## src/hdl/adaptive_rice_pixel_encoder_defines.svh

```systemverilog
// assertion macros for the adaptive rice pixel encoder
`ifndef ADAPTIVE_RICE_PIXEL_ENCODER_DEFINES_SVH
`define ADAPTIVE_RICE_PIXEL_ENCODER_DEFINES_SVH

`ifndef SYNTHESIS
// same-cycle implication, checked on every rising edge outside reset
`define ARPE_ASSERT_IMPL(label, ante, cons) \
  label: assert property (@(posedge clk) disable iff (!rst_n) (ante) |-> (cons)) \
    else $error("arpe assertion failed");
// next-cycle implication, checked on every rising edge outside reset
`define ARPE_ASSERT_NEXT(label, ante, cons) \
  label: assert property (@(posedge clk) disable iff (!rst_n) (ante) |=> (cons)) \
    else $error("arpe assertion failed");
`else
`define ARPE_ASSERT_IMPL(label, ante, cons)
`define ARPE_ASSERT_NEXT(label, ante, cons)
`endif

`endif

```

## src/hdl/arpe_pkg.sv

```systemverilog
// shared types and constants of the adaptive rice pixel encoder
package arpe_pkg;

  localparam int CFG_W       = 13;  // image width register
  localparam int ERR_W       = 11;  // running error estimate
  localparam int ERR_MAX     = 2**ERR_W - 1;
  localparam int WORD_W      = 64;  // packed output word
  localparam int FREE_W      = 7;   // free bit count, 1..64
  localparam int ZERO_W      = 11;  // unary zero run of one code
  localparam int TAIL_W      = 12;  // stop bit plus up to 11 low bits
  localparam int TLEN_W      = 4;   // tail length, 1..12
  localparam int K_W         = 4;   // rice parameter, 0..11
  localparam int TOT_W       = 12;  // bits still owed by one code
  localparam int NEEE_OFFSET = 3;   // north-east-east-east error tap

  // one code handed from the predictor to the packer
  typedef struct packed {
    logic [ZERO_W-1:0] zeros;
    logic [TAIL_W-1:0] tail_val;
    logic [TLEN_W-1:0] tail_len;
    logic              last;
  } arpe_job_t;

endpackage

```

## src/hdl/arpe_packer.sv

```systemverilog
// msb-first bit packer into 64-bit words with output register
module arpe_packer import arpe_pkg::*; (
  input  logic              clk,
  input  logic              rst_n,
  input  logic              job_valid,
  input  arpe_job_t         job,
  output logic              job_ready,
  output logic              out_valid,
  input  logic              out_stall,
  output logic [WORD_W-1:0] out_stream_word,
  output logic              out_last_of_run,
  output logic              out_end_of_stream
);

  typedef enum logic [2:0] {
    P_IDLE  = 3'b001,
    P_CODE  = 3'b010,
    P_FLUSH = 3'b100
  } pk_state_t;

  pk_state_t         pstate_r, pstate_nxt;
  logic [WORD_W-1:0] cache_r, cache_nxt;
  logic [FREE_W-1:0] free_r, free_nxt;
  logic [ZERO_W-1:0] zeros_r, zeros_nxt;
  logic [TAIL_W-1:0] tail_val_r, tail_val_nxt;
  logic [TLEN_W-1:0] tail_len_r, tail_len_nxt;
  logic              last_r, last_nxt;
  logic              out_valid_r;
  logic [WORD_W-1:0] out_word_r;
  logic              out_lor_r;
  logic              out_eos_r;

  logic              can_emit;
  logic              emit;
  logic [WORD_W-1:0] emit_word;
  logic              emit_lor;
  logic              emit_eos;
  logic [FREE_W-1:0] free1;
  logic [FREE_W-1:0] tail_len_f;
  logic [TLEN_W-1:0] spill;
  logic [TOT_W-1:0]  rem_after;

  assign can_emit   = !out_valid_r || !out_stall;
  assign job_ready  = (pstate_r == P_IDLE);
  assign free1      = free_r - FREE_W'(zeros_r);
  assign tail_len_f = FREE_W'(tail_len_r);
  assign spill      = TLEN_W'(tail_len_f - free1);
  assign rem_after  = TOT_W'(zeros_r) - TOT_W'(free_r) + TOT_W'(tail_len_r);

  // one packing step per cycle, held while a word is due and the output is stalled
  always_comb begin
    pstate_nxt   = pstate_r;
    cache_nxt    = cache_r;
    free_nxt     = free_r;
    zeros_nxt    = zeros_r;
    tail_val_nxt = tail_val_r;
    tail_len_nxt = tail_len_r;
    last_nxt     = last_r;
    emit         = 1'b0;
    emit_word    = cache_r;
    emit_lor     = 1'b0;
    emit_eos     = 1'b0;
    unique case (pstate_r)
      P_IDLE: begin
        if (job_valid) begin
          zeros_nxt    = job.zeros;
          tail_val_nxt = job.tail_val;
          tail_len_nxt = job.tail_len;
          last_nxt     = job.last;
          pstate_nxt   = P_CODE;
        end
      end
      P_CODE: begin
        if (ZERO_W'(free_r) <= zeros_r) begin
          // zero run fills the rest of the word
          if (can_emit) begin
            emit      = 1'b1;
            emit_lor  = !last_r && (rem_after < TOT_W'(WORD_W));
            cache_nxt = '0;
            free_nxt  = FREE_W'(WORD_W);
            zeros_nxt = zeros_r - ZERO_W'(free_r);
          end
        end else if (tail_len_f < free1) begin
          // zeros and tail fit without filling the word
          cache_nxt  = cache_r | (WORD_W'(tail_val_r) << (free1 - tail_len_f));
          free_nxt   = free1 - tail_len_f;
          zeros_nxt  = '0;
          pstate_nxt = last_r ? P_FLUSH : P_IDLE;
        end else if (can_emit) begin
          // tail completes the word, remainder goes to a fresh one
          emit         = 1'b1;
          emit_word    = cache_r | WORD_W'(tail_val_r >> spill);
          emit_lor     = !last_r;
          cache_nxt    = '0;
          free_nxt     = FREE_W'(WORD_W);
          zeros_nxt    = '0;
          tail_len_nxt = spill;
          tail_val_nxt = tail_val_r & ((TAIL_W'(1) << spill) - TAIL_W'(1));
          if (spill == '0) begin
            pstate_nxt = last_r ? P_FLUSH : P_IDLE;
          end
        end
      end
      P_FLUSH: begin
        // end of image: emit the current word even when empty
        if (can_emit) begin
          emit       = 1'b1;
          emit_lor   = 1'b1;
          emit_eos   = 1'b1;
          cache_nxt  = '0;
          free_nxt   = FREE_W'(WORD_W);
          pstate_nxt = P_IDLE;
        end
      end
      default: begin
        pstate_nxt = P_IDLE;
      end
    endcase
  end

  // packer control state and bit cache
  always_ff @(posedge clk) begin
    if (!rst_n) begin
      pstate_r <= P_IDLE;
      cache_r  <= '0;
      free_r   <= FREE_W'(WORD_W);
    end else begin
      pstate_r <= pstate_nxt;
      cache_r  <= cache_nxt;
      free_r   <= free_nxt;
    end
  end

  // code being packed
  always_ff @(posedge clk) begin
    zeros_r    <= zeros_nxt;
    tail_val_r <= tail_val_nxt;
    tail_len_r <= tail_len_nxt;
    last_r     <= last_nxt;
  end

  // output register
  always_ff @(posedge clk) begin
    if (!rst_n) begin
      out_valid_r <= 1'b0;
    end else if (emit) begin
      out_valid_r <= 1'b1;
    end else if (!out_stall) begin
      out_valid_r <= 1'b0;
    end
  end

  always_ff @(posedge clk) begin
    if (emit) begin
      out_word_r <= emit_word;
      out_lor_r  <= emit_lor;
      out_eos_r  <= emit_eos;
    end
  end

  assign out_valid         = out_valid_r;
  assign out_stream_word   = out_word_r;
  assign out_last_of_run   = out_lor_r;
  assign out_end_of_stream = out_eos_r;

endmodule

```

## config.mk

```make
export PLATFORM = sky130hd
export DESIGN_NAME = arpe_packer
export DESIGN_NICKNAME = d
export VERILOG_FILES = /design/src/hdl/adaptive_rice_pixel_encoder_defines.svh /design/src/hdl/arpe_pkg.sv /design/src/hdl/arpe_packer.sv
export SDC_FILE = /design/constraint.sdc
export NUM_CORES = 1
export LEC_CHECK = 0
export ABC_CLOCK_PERIOD_IN_PS = 12900
export BUFFER_PORTS_ARGS = -buffer_cell sky130_fd_sc_hd__buf_4
export CAP_MARGIN = 10
export CELL_PAD_IN_SITES_DETAIL_PLACEMENT = 2
export CELL_PAD_IN_SITES_GLOBAL_PLACEMENT = 2
export CORE_MARGIN = 5
export CORE_UTILIZATION = 30
export CTS_CLUSTER_DIAMETER = 40
export CTS_CLUSTER_SIZE = 24
export DETAILED_ROUTE_END_ITERATION = 12
export HOLD_SLACK_MARGIN = 0.02
export PLACE_DENSITY_LB_ADDON = 0.1
export SYNTH_ARGS = -nofsm -noshare
export SYNTH_HDL_FRONTEND = slang
export SYNTH_SLANG_ARGS = --single-unit
```

## constraint.sdc

```tcl
create_clock -name clk -period 12.9 [get_ports clk]
set_input_delay 0.645 -clock clk [delete_from_list [all_inputs] [get_ports clk]]
set_output_delay 0.645 -clock clk [all_outputs]
set_load 0.02 [all_outputs]
```

==> results list <==
- Power density relative to cell area: 188 mW/mm2
- Relative slew slack: 0.333
* Clock transition at the register clock pins on the worst setup and hold paths after CTS: 0.08 ns
- By startpoint and endpoint, the worst setup path is classified as reg2reg.
- DRC violation count after routing: 0
* Area contributors post-synth: edfxtp_1 31%, dfxtp_1 16%, ha_1 5.0%
- At the worst endpoint, the arrival time is 4.83 ns.
- Of all nets on the critical path, the largest fanout is 46.
* Resized cells post-CTS: 0
- Most frequent cells in the layout: 117 x buf_4, 94 x edfxtp_1, 86 x nand2_1
* Bufs on Longest Clock Path: 2
- The worst setup path is captured at a flop.
- After floorplanning, the core was sized to cover 0.0305 mm2.
- Fraction of post-synthesis cell area in the top cell type by area: 0.306
* Clock tree from TritonCTS: built
- The detail route stage leaves a number of antenna-violating nets equal to 0.
- Counting every instance in the synthesized netlist gives 881.
- Data required time of the worst path: 12.97 ns
- Peak supply drop: 108 uV
- Most common cell after layout, fill and taps aside: buf_4
* Post-Syn Nets: 959
- Dominant synthesized flop cell: edfxtp_1
* Fraction of the cycle the final worst path needs: 0.369
* Post-CTS setup repair buffer count: 0
* Clk root buf: clkbuf_16
* Total clock sinks: 169
* Quantity of hold-fixing buffers added after cts: 0
- The die is 185 um wide.
- The repair_antennas step left the layout with diodes totalling 0.
* Total die area: 0.0344 mm2
- The count of final max-slew check failures was 0.
* Transition time at the pin with the least slew margin: 0.996 ns
- PnR Total Power: 2050 uW
- The via count of the first global-routing pass came to 7622.
- Count of boundary I/O pins: 100
* Final Hold Violating Endpoints: 0
- Starting density of the core: 0.302
- In the routed layout, each cell is associated on average with a via count of 5.16.
- Average cell area after synthesis: 10.5 um2
* Nature of the critical path startpoint: flop
- Starting DRT DRC Count: 271
* Final-report setup violation count: 0
- GP Congestion: 0.775
* Result of the run: complete, no violations
- Global-route wire length before repair: 45.5 mm
* Final sum of negative setup slack: 0 ns
- Post-synthesis sequential area ratio: 0.469
- GRT Util Overall: 0.172
* Final Net Count: 1043
- DRT Wirelength: 29.1 mm
* Row count: 64
- Setup repair after global routing left no endpoint under its margin.
- Input/output buffers: 99
- After synthesis the cells add up to 0.00922 mm2.
* Vias: 7083
- GR Overflow Total: 0
* Detail Placement HPWL: 21.4 mm
- Area grow syn2layout: 18.5%
- The number of antenna violations at the first check in global routing was 0.
- For this run, the top clock speed supported by timing is 0.210 GHz.
- After filler insertion, the fill cell instance count of the layout stands at 3251.
* Fraction of synthesis flops using an asynchronous set or reset pin: 0
* Distinct cell type count after synthesis: 76
- Skew-Pair Late Insertion Delay: 0.44 ns
- Ratio of cells with drive above 1 in the final layout: 0.205
- Summed over all cells, the static leakage comes to 0.00426 uW.
- Die Y: 185 um
* Cell type with the highest aggregate area in the netlist: edfxtp_1
* Drt wl/cell: 21.2 um
- Yosys warning total: 0
- Buffers inserted during clock tree synthesis total 17.
* Post-synth EDFFs: 94
- Final critical-path required period: 4.76 ns
* Synth Register Bits: 169
- The tightest min-delay check is of the in2reg type.
- Pin count of the biggest net entering global routing: 47
- Max-cap check violation count: 0
- Worst clock skew on the final layout: 0.0146 ns
- Number of detailed-route iterations in the first pass: 4
- In this run the number of H-tree levels came out at 4.
## report_power, final
| group | leakage (uW) | total (uW) | internal, uW | switching (uW) |
|---|---|---|---|---|
| combinational | 0.00250 | 927 | 319 | 607 |
| sequential | 0.00149 | 608 | 591 | 17.1 |
| clock | 0.000279 | 518 | 258 | 260 |
| total | 0.00426 | 2050 | 1170 | 885 |
## cells in the mapped netlist, types with 5 or more instances
cell type,instances
inv_1,46
a31o_2,6
nor2_1,56
xnor2_1,15
edfxtp_1,94
mux2_2,17
mux2i_1,23
clkbuf_1,30
mux4_2,7
and3_1,13
or3_1,10
nand3_1,15
a21boi_0,7
a21o_1,5
o211ai_1,7
a21boi_1,6
a32o_1,7
a31oi_1,11
buf_2,15
a21oi_1,25
o21ai_0,53
nand4_1,6
fa_1,9
o31ai_1,7
ha_1,37
o21a_1,6
nor2b_1,17
o21bai_1,8
and2_1,9
nor3_1,15
xor2_1,6
a22o_1,31
o2bb2ai_1,14
nand2_1,86
dfxtp_1,75
nand2b_1,11
a32oi_1,7
## sequential cells by signal, summed over array words and instances, names as in the netlist
name	flops
tail_val_r	12
cache_r	64
tail_len_r	4
out_last_of_run	1
out_stream_word	64
pstate_r	3
last_r	1
out_end_of_stream	1
zeros_r	11
out_valid	1
free_r	7
## final cells by class
| cell class | instances | area [um2] | share of cell area |
|---|---|---|---|
| repair buffers | 117 | 878 | 0.0804 |
| clock inverters | 14 | 146 | 0.0134 |
| multi-input cells | 612 | 4480 | 0.410 |
| inverters | 48 | 180 | 0.0165 |
| flip-flops and latches | 169 | 4320 | 0.396 |
| clock buffers | 17 | 425 | 0.0389 |
| well taps | 396 | 495 | 0.0453 |
## worst max-delay path, cell delays in order (launching register included)
cell and delay (ns):
dfxtp_1 0.45, inv_1 0.12, ha_1 0.33, nor2b_1 0.16
o31ai_1 0.35, a21boi_0 0.26, ha_1 0.36, o21ai_0 0.12
a21oi_1 0.09, or2_2 0.34, a2111oi_4 0.46, o31ai_2 0.11
buf_4 0.23, inv_2 0.36, buf_4 0.58
## per-layer routing
layer	wire length, um	global-route usage	part of all wire
met5	0	0	0
met1	14100	0.240	0.48
met3	856	0.0220	0.029
met2	13800	0.284	0.47
met4	352	0.0417	0.012
## worst paths after layout
path	startpoint	to	slack, ns	cells past startpoint
max	free_r[1]	out_stream_word[5]	8.14	14
min	job[0]	last_r	0.38	1
max reg2reg	free_r[1]	out_stream_word[5]	8.14	14
min reg2reg	cache_r[29]	out_stream_word[29]	0.43	0
## kinds of logic (layout without fill, tap and decap cells)
kind of cell	count (synthesis)	after routing	share of synthesized area
mux	47	47	0.0628
xor+xnor	21	21	0.0199
simple gates	262	262	0.141
fa+ha+maj	46	46	0.0697
compound gates	236	236	0.190
buf+inv	100	196	0.0472
flops	169	169	0.469
## per-stage QoR
| step | cells | worst slack, ns | util | area (um2) | hold WS (ns) |
|---|---|---|---|---|---|
| floorplan | 881 | 8.13 | - | 9220 | 0.408 |
| global route | 1373 | 7.71 | 0.358 | 10900 | 0.362 |
| CTS | 1373 | 8.05 | 0.358 | 10900 | 0.359 |
| detailed placement | 1342 | 8.06 | 0.339 | 10400 | 0.421 |
| finish | 1373 | 8.14 | 0.358 | 10900 | 0.377 |
| global placement | 1342 | 8.28 | 0.339 | 10400 | 0.418 |
No activity file was read; power rests on OpenSTA's default activity.
