===== src/hdl/adaptive_rice_pixel_encoder_defines.svh =====
// assertion macros for the adaptive rice pixel encoder
`ifndef ADAPTIVE_RICE_PIXEL_ENCODER_DEFINES_SVH
`define ADAPTIVE_RICE_PIXEL_ENCODER_DEFINES_SVH

`ifndef SYNTHESIS
// same-cycle implication, checked on every rising edge outside reset
`define ARPE_ASSERT_IMPL(label, ante, cons) \
  label: assert property (@(posedge clk) disable iff (!rst_n) (ante) |-> (cons)) \
    else $error("arpe assertion failed");
// next-cycle implication, checked on every rising edge outside reset
`define ARPE_ASSERT_NEXT(label, ante, cons) \
  label: assert property (@(posedge clk) disable iff (!rst_n) (ante) |=> (cons)) \
    else $error("arpe assertion failed");
`else
`define ARPE_ASSERT_IMPL(label, ante, cons)
`define ARPE_ASSERT_NEXT(label, ante, cons)
`endif

`endif


===== src/hdl/arpe_pkg.sv =====
// shared types and constants of the adaptive rice pixel encoder
package arpe_pkg;

  localparam int CFG_W       = 13;  // image width register
  localparam int ERR_W       = 11;  // running error estimate
  localparam int ERR_MAX     = 2**ERR_W - 1;
  localparam int WORD_W      = 64;  // packed output word
  localparam int FREE_W      = 7;   // free bit count, 1..64
  localparam int ZERO_W      = 11;  // unary zero run of one code
  localparam int TAIL_W      = 12;  // stop bit plus up to 11 low bits
  localparam int TLEN_W      = 4;   // tail length, 1..12
  localparam int K_W         = 4;   // rice parameter, 0..11
  localparam int TOT_W       = 12;  // bits still owed by one code
  localparam int NEEE_OFFSET = 3;   // north-east-east-east error tap

  // one code handed from the predictor to the packer
  typedef struct packed {
    logic [ZERO_W-1:0] zeros;
    logic [TAIL_W-1:0] tail_val;
    logic [TLEN_W-1:0] tail_len;
    logic              last;
  } arpe_job_t;

endpackage


===== src/hdl/arpe_predictor.sv =====
// median predictor, zigzag map, rice parameter and error update
module arpe_predictor import arpe_pkg::*; #(
  parameter int MAX_WIDTH  = 4096,
  parameter int PIXEL_BITS = 10
) (
  input  logic [$clog2(MAX_WIDTH)-1:0]   col,
  input  logic [$clog2(MAX_WIDTH+1)-1:0] width,
  input  logic                           first_row,
  input  logic                           last,
  input  logic [PIXEL_BITS-1:0]          pixel,
  input  logic [PIXEL_BITS-1:0]          north_raw,
  input  logic [ERR_W-1:0]               neee_raw,
  input  logic [PIXEL_BITS-1:0]          west_pixel,
  input  logic [PIXEL_BITS-1:0]          nw_pixel,
  input  logic [ERR_W-1:0]               west_error,
  output logic [PIXEL_BITS-1:0]          north,
  output logic [ERR_W-1:0]               err_new,
  output arpe_job_t                      job
);

  localparam int WID_W  = $clog2(MAX_WIDTH + 1);
  localparam int SUM_W  = WID_W + 1;
  localparam int PRED_W = PIXEL_BITS + 2;
  localparam int SYM_W  = PIXEL_BITS + 1;
  localparam int ESUM_W = ERR_W + 3;

  logic [PIXEL_BITS-1:0]    nw;
  logic [PIXEL_BITS-1:0]    lo;
  logic [PIXEL_BITS-1:0]    hi;
  logic [ERR_W-1:0]         eneee;
  logic signed [PRED_W-1:0] pred_raw;
  logic signed [PRED_W-1:0] pred;
  logic signed [PRED_W-1:0] res;
  logic signed [PRED_W-1:0] sym_s;
  logic [SYM_W-1:0]         sym;
  logic [TAIL_W-1:0]        sym_x;
  logic [TAIL_W-1:0]        kval;
  logic [K_W-1:0]           k;
  logic [TAIL_W-1:0]        one_k;
  logic [ESUM_W-1:0]        esum;
  logic [ESUM_W-1:0]        equot;

  // row above the first row reads as zero, eneee also beyond the row
  assign north = first_row ? '0 : north_raw;
  assign nw    = first_row ? '0 : nw_pixel;
  assign eneee = (first_row || (SUM_W'(col) + SUM_W'(NEEE_OFFSET) >= SUM_W'(width))) ?
                 '0 : neee_raw;

  // prediction n + w - nw clamped between n and w
  assign lo       = (north < west_pixel) ? north : west_pixel;
  assign hi       = (north < west_pixel) ? west_pixel : north;
  assign pred_raw = $signed(PRED_W'(north)) + $signed(PRED_W'(west_pixel)) -
                    $signed(PRED_W'(nw));

  always_comb begin
    pred = pred_raw;
    if (pred_raw < $signed(PRED_W'(lo))) begin
      pred = $signed(PRED_W'(lo));
    end
    if (pred_raw > $signed(PRED_W'(hi))) begin
      pred = $signed(PRED_W'(hi));
    end
  end

  // zigzag map of the residual
  assign res   = $signed(PRED_W'(pixel)) - pred;
  assign sym_s = (res < 0) ? ((-res) <<< 1) - PRED_W'(1) : (res <<< 1);
  assign sym   = SYM_W'(sym_s);
  assign sym_x = TAIL_W'(sym);

  // k = floor(log2(west_error + 1))
  assign kval = TAIL_W'(west_error) + TAIL_W'(1);

  always_comb begin
    k = '0;
    for (int i = 1; i < TAIL_W; i++) begin
      if (kval[i]) begin
        k = K_W'(i);
      end
    end
  end

  // code: sym >> k zeros, stop bit, k low bits
  assign one_k         = TAIL_W'(1) << k;
  assign job.zeros     = ZERO_W'(sym_x >> k);
  assign job.tail_val  = one_k | (sym_x & (one_k - TAIL_W'(1)));
  assign job.tail_len  = TLEN_W'(k) + TLEN_W'(1);
  assign job.last      = last;

  // running error update, saturated
  assign esum    = (ESUM_W'(west_error) << 1) + ESUM_W'(sym) + ESUM_W'(eneee);
  assign equot   = esum >> 2;
  assign err_new = (equot > ESUM_W'(ERR_MAX)) ? ERR_W'(ERR_MAX) : ERR_W'(equot);

endmodule


===== config.mk =====
export PLATFORM = sky130hd
export DESIGN_NAME = arpe_predictor
export DESIGN_NICKNAME = d
export VERILOG_FILES = /design/src/hdl/adaptive_rice_pixel_encoder_defines.svh /design/src/hdl/arpe_pkg.sv /design/src/hdl/arpe_predictor.sv
export SDC_FILE = /design/constraint.sdc
export NUM_CORES = 1
export LEC_CHECK = 0
export ABC_AREA = 1
export BUFFER_PORTS_ARGS = -buffer_cell sky130_fd_sc_hd__buf_4
export CORE_ASPECT_RATIO = 1.1
export CORE_MARGIN = 2
export CORE_UTILIZATION = 30
export DETAILED_ROUTE_END_ITERATION = 7
export PLACE_DENSITY_LB_ADDON = 0.08
export SKIP_LAST_GASP = 1
export SLEW_MARGIN = 20
export SYNTH_ARGS = -nofsm -noshare
export SYNTH_HDL_FRONTEND = slang
export SYNTH_SLANG_ARGS = --single-unit

===== constraint.sdc =====
create_clock -name vclk -period 18.55
set_input_delay 1.855 -clock vclk [all_inputs]
set_output_delay 1.855 -clock vclk [all_outputs]
set_load 0.005 [all_outputs]

==> results.md, run 1 <==
- Simple-Gate Fraction of Synth Area: 35.9%
- Main area contributors after synthesis: ha_1, nand2_1, inv_1, fa_1, nand3_1
- Chip height: 146 um
- # hold bufs at CTS: 0
- Half-perimeter wire length after placement: 15800 um
- Xor and xnor fraction of the mapped netlist area: 9.21%
- Synth top cells by count: nand2_1, inv_1, ha_1
- Register area share after synthesis: 0%
- Die X: 133 um
- CORE AREA: 18200 um2
- Worst setup SP type: primary input
- Slowest stage delay, CP: 0.56 ns
- N_diodes: 0
- Area Overhead vs Synth: 22.5%
- Gate Count Post-Synth: 937
- CP max-delay cell: nand3_1
- Placed Instances: 1300
- Final hold slack: 3.71 ns
- Drt first pass iters: 5
- Avg WL per Cell: 13.6 um
- Seq_cells: 0
- Placed instance area: 6760 um2
- Minimum clock period: 13.01 ns
- Multi-input combinational cell area: 4710 um2
- Slew Limit Fails: 0
- Share of cells above drive strength 1: 17.5%
- Period utilization: 70.2%
- Antenna viol nets, final: 0
- Post-CTS Resized: 0
- P per Cell Area: 226 nW/um2
- Syn_nets: 1131
- Worst endpoint required time: 16.69 ns
- Maxcap violations: 0
- Layout Cells excl Fill: 1300
- Routability cong.: 0.854
- Fin Setup TNS: 0 ns
- Fillers: 2105
- Pin count of the biggest net entering global routing: 22
- Crit-path max FO: 21
- Compound-gate portion of the synthesized area: 13.5%
- Initial core utilization: 30.3%
- Largest area contributor in the netlist: ha_1
- Synth top area share: 18.8%
- Vias: 6057
- Max Fclk: 76.8 MHz
- Post-synthesis adder-cell area fraction: 26.8%
- Die Area: 19500 um2
- Slew HR: 48.4%
- Peak VDD IR: 0.169 mV
- Count leader, synth: nand2_1
- Critical Path AT: 11.16 ns
- Final WL: 17600 um
- Layout net count: 1253
- Initial detailed-routing violation count: 256
- Final Hold Fails: 0
- Via density: 4.66
- Status: complete, no violations
- Worst Setup End Kind: output pin
- RSZ-0062 raised after global routing: no
- Count of different cell masters after synthesis: 48
- Final setup fails: 0
- Number of global-route vias before repair: 5995
- Overflow after GRT: 0
- Static Leak: 3.86 nW
- # port buffers: 136
- Design area: 6760 um2
- Mapped cell area: 5520 um2
- Least-Margin Pin Slew: 0.771 ns
- I/O pin cnt: 138
- Mux cell area share after synthesis: 0%
- Clkbuf count: 0
- FP Rows: 52
- First-pass GRT wire length: 29300 um
- Post-route DRC: 0
- Initial antenna violation count: 0
- Post CTS Setup Buffer Count: 0
- Hold crit path type: in2out
- Syn Area/Cell: 5.89 um2
- CP Class: in2out
- Register area: 0 um2
- YS warnings: 0
- Largest family of logic cells by synthesized area: simple AND/OR/NAND/NOR gates
- Total GRT Usage: 18.0%
cell families (layout without fill, tap and decap cells):
| family | count (synthesis) | after routing |
|---|---|---|
| AND/OR/NAND/NOR | 447 | 447 |
| XOR/XNOR | 49 | 49 |
| buffers and inverters | 207 | 327 |
| AO/OA/AOI/OAI | 129 | 129 |
| adder cells (fa/ha/maj) | 105 | 105 |
worst max-delay path, delay by kind of cell:
kind,cells,cell delay [ns]
AOI/OAI and AO/OA,15,2.47
adders and majority gates,6,2.29
xor gates and xnor gates,1,0.13
buffers and inverters,11,1.81
and+or+nand+nor,17,2.59
routing by layer:
metal | GRT usage [%] | share of wire (%) | up-vias
met3 | 0.729 | 4.3 | 10
met5 | 0 | 0 | -
li1 | - | - | 3219
met1 | 22.8 | 44 | 2684
met2 | 34.9 | 51 | 144
met4 | 1.28 | 0.81 | 0
stage by stage:
step | power (mW) | utilization (%) | setup slack, ns
2_1_floorplan | 1.01 | - | 7.14
3_3_place_gp | 1.55 | 37.1 | 5.60
3_5_place_dp | 1.55 | 37.1 | 5.47
4_1_cts | 1.56 | 37.1 | 5.43
5_1_grt | 1.73 | 37.1 | 4.40
6_report | 1.53 | 37.1 | 5.54
layout by cell type (no fill, tap or decap), types with 3 or more instances in the layout:
cell        n
inv_1     181
a31oi_1     4
nand3_1    80
o21ai_1     4
a21oi_1    40
o21ai_0    51
ha_1       83
fa_1       22
o31ai_1     3
a21o_1      3
nand3b_1    3
nand2_1   236
nor3_1      4
o21ai_2     5
xor2_1     26
nor2_1     74
nand3_2     4
nor2_2      4
nand2_2    12
buf_4     137
o211ai_1    3
a211oi_1    3
o21bai_1    4
nand2_4     4
xnor2_1    17
inv_2       7
nand4_1    18
layout make-up:
class / instances / share of cell area [%]
multi-input cells: 730 / 69.7
repair buffers: 137 / 15.2
inverters: 190 / 10.6
well taps: 243 / 4.50
power by group:
part / switching (mW) / internal, mW
registers: 0 / 0
clock network: 0 / 0
logic: 0.875 / 0.650
total: 0.875 / 0.650
worst paths after layout:
| check | start | endpoint | slack (ns) | cells after the start |
|---|---|---|---|---|
| max | first_row | err_new[9] | 5.54 | 50 |
| min | last | job[0] | 3.71 | 0 |
Power figures use the tool's default switching activity.
==> inputs of run 2 (changes only) <==
- clock period: 18.55 -> 13.66 ns (I/O delays scaled with it)
==> run 2 against run 1 <==
Effect of this change:
- cell count is the same
- global-route usage barely moved
- non-clock buffer count did not move
- power is 36% higher
- final area stayed put
- worst setup slack got worse by 4.0 ns
- wire length is 0.57% lower
- largest power group unchanged
==> results.md, run 2 (synthesized netlist as in run 1, its figures left out) <==
- Share of cells above drive strength 1: 17.5% (unchanged)
- Worst Setup End Kind: output pin
- P per Cell Area: 307 nW/um2 (+36%)
- CP max-delay cell: nand3_1
- Pre-CTS WS: 1.47 ns (-4.00 ns)
- Peak VDD IR: 0.233 mV (+38%)
- CP Class: in2out
- Avg WL per Cell: 13.5 um (-0.57%)
- Number of global-route vias before repair: 6042 (+0.78%)
- Final setup margin: 1.52 ns (-4.01 ns)
- Chip height: 146 um (unchanged)
- Post-CTS Resized: 0 (unchanged)
- Via density: 4.65 (-0.17%)
- Hold crit path type: in2out
- Fillers: 2088 (-0.81%)
- Initial core utilization: 30.3% (unchanged)
- Max Fclk: 82.4 MHz
- Static Leak: 3.86 nW (unchanged)
- CP startpoint: first_row
- Critical Path AT: 10.77 ns (-0.39 ns)
- Slowest stage delay, CP: 0.57 ns (about the same)
- Maxcap violations: 0 (unchanged)
- Slew Limit Fails: 0 (unchanged)
- N_diodes: 0 (unchanged)
- CORE AREA: 18200 um2 (unchanged)
- Area Overhead vs Synth: 22.5% (unchanged)
- Final setup fails: 0 (unchanged)
- Post-route DRC: 0 (unchanged)
- Fin Setup TNS: 0 ns (unchanged)
- Post CTS Setup Buffer Count: 0 (unchanged)
- Clkbuf count: 0 (unchanged)
- Initial antenna violation count: 0 (unchanged)
- Switch Pwr: 1.19 mW (+36%)
- Worst setup SP type: primary input
- Logic pwr share: 100.0% (about the same)
- Worst Min Path Start: last
- Seq_cells: 0 (unchanged)
- Period utilization: 88.9%
- Pin count of the biggest net entering global routing: 23 (+4.5%)
- Register area: 0 um2 (unchanged)
- Die X: 133 um (unchanged)
- Minimum clock period: 12.14 ns
- FP Rows: 52 (unchanged)
- Vias: 6047 (-0.17%)
- Routability cong.: 0.851 (-0.34%)
- Final WL: 17500 um (-0.57%)
- First-pass GRT wire length: 29200 um (-0.16%)
- Slew HR: 48.3% (-0.13 points)
- Part of the power in registers: 0% (unchanged)
- Switching part of the total power: 57.4% (about the same)
- # hold bufs at CTS: 0 (unchanged)
- # port buffers: 136 (unchanged)
- Initial detailed-routing violation count: 244 (-4.7%)
- Crit-path max FO: 22 (+4.8%)
- Commonest non-fill, non-tap cell in the layout: nand2_1
- Overflow after GRT: 0 (unchanged)
- Antenna viol nets, final: 0 (unchanged)
- Die Area: 19500 um2 (unchanged)
- Clock share of power: 0% (unchanged)
- Half-perimeter wire length after placement: 15800 um (+0.58%)
- RSZ-0062 raised after global routing: no
- Status: complete, no violations
- Least-Margin Pin Slew: 0.773 ns (+0.00195 ns)
- Internal Power: 884 uW (+36%)
- Commonest cells after routing, fill and taps aside: nand2_1, inv_1, buf_4
- Total GRT Usage: 18.0% (about the same)
- Drt first pass iters: 7 (+2)
- Worst endpoint required time: 12.29 ns (-4.40 ns)
- I/O pin cnt: 138 (unchanged)
- Final Hold Fails: 0 (unchanged)
- Layout net count: 1253 (unchanged)
run 2: cell counts in the layout (fill, tap and decap cells not counted):
Identical to the previous run, type by type.
run 2: path summary, 6_finish.rpt:
path | to | slack, ns | cells after the start
hold / removal | job[0] | 2.73 | 0
setup / recovery | err_new[9] | 1.52 | 51
run 2: final cells by class:
class / instances / area, um2 / share of cell area (%)
Inverter: 190 / 713 / 10.6
Multi-Input combinational cell: 730 / 4710 / 69.7
Tap cell: 243 / 304 / 4.50
Timing Repair Buffer: 137 / 1030 / 15.2
run 2: metrics by stage:
stage | std cells | area (um2) | util, % | hold WS [ns] | power [mW]
floorplan | 937 | 5520 | - | 2.81 | 1.38
global placement | 1300 | 6760 | 37.1 | 2.73 | 2.11
detailed placement | 1300 | 6760 | 37.1 | 2.73 | 2.10
CTS | 1300 | 6760 | 37.1 | 2.73 | 2.12
global route | 1300 | 6760 | 37.1 | 2.73 | 2.35
finish | 1300 | 6760 | 37.1 | 2.73 | 2.08
run 2: layer usage:
layer / GRT usage [%] / share of wire [%]
met5: 0 / 0
met1: 22.7 / 44
met4: 1.70 / 1.2
met3: 1.01 / 3.5
met2: 34.7 / 51
run 2: power by group through the flow:
stage / sequential [mW] / clock [mW] / combinational, mW
2_1_floorplan: 0 / 0 / 1.38
3_3_place_gp: 0 / 0 / 2.11
3_5_place_dp: 0 / 0 / 2.10
4_1_cts: 0 / 0 / 2.12
5_1_grt: 0 / 0 / 2.35
6_report: 0 / 0 / 2.08
run 2: critical path, delay by kind of cell:
family	cells	cell delay [ns]
compound gates	16	2.67
xor+xnor	1	0.13
fa+ha+maj	6	2.24
buf+inv	11	1.82
simple gates	17	2.54
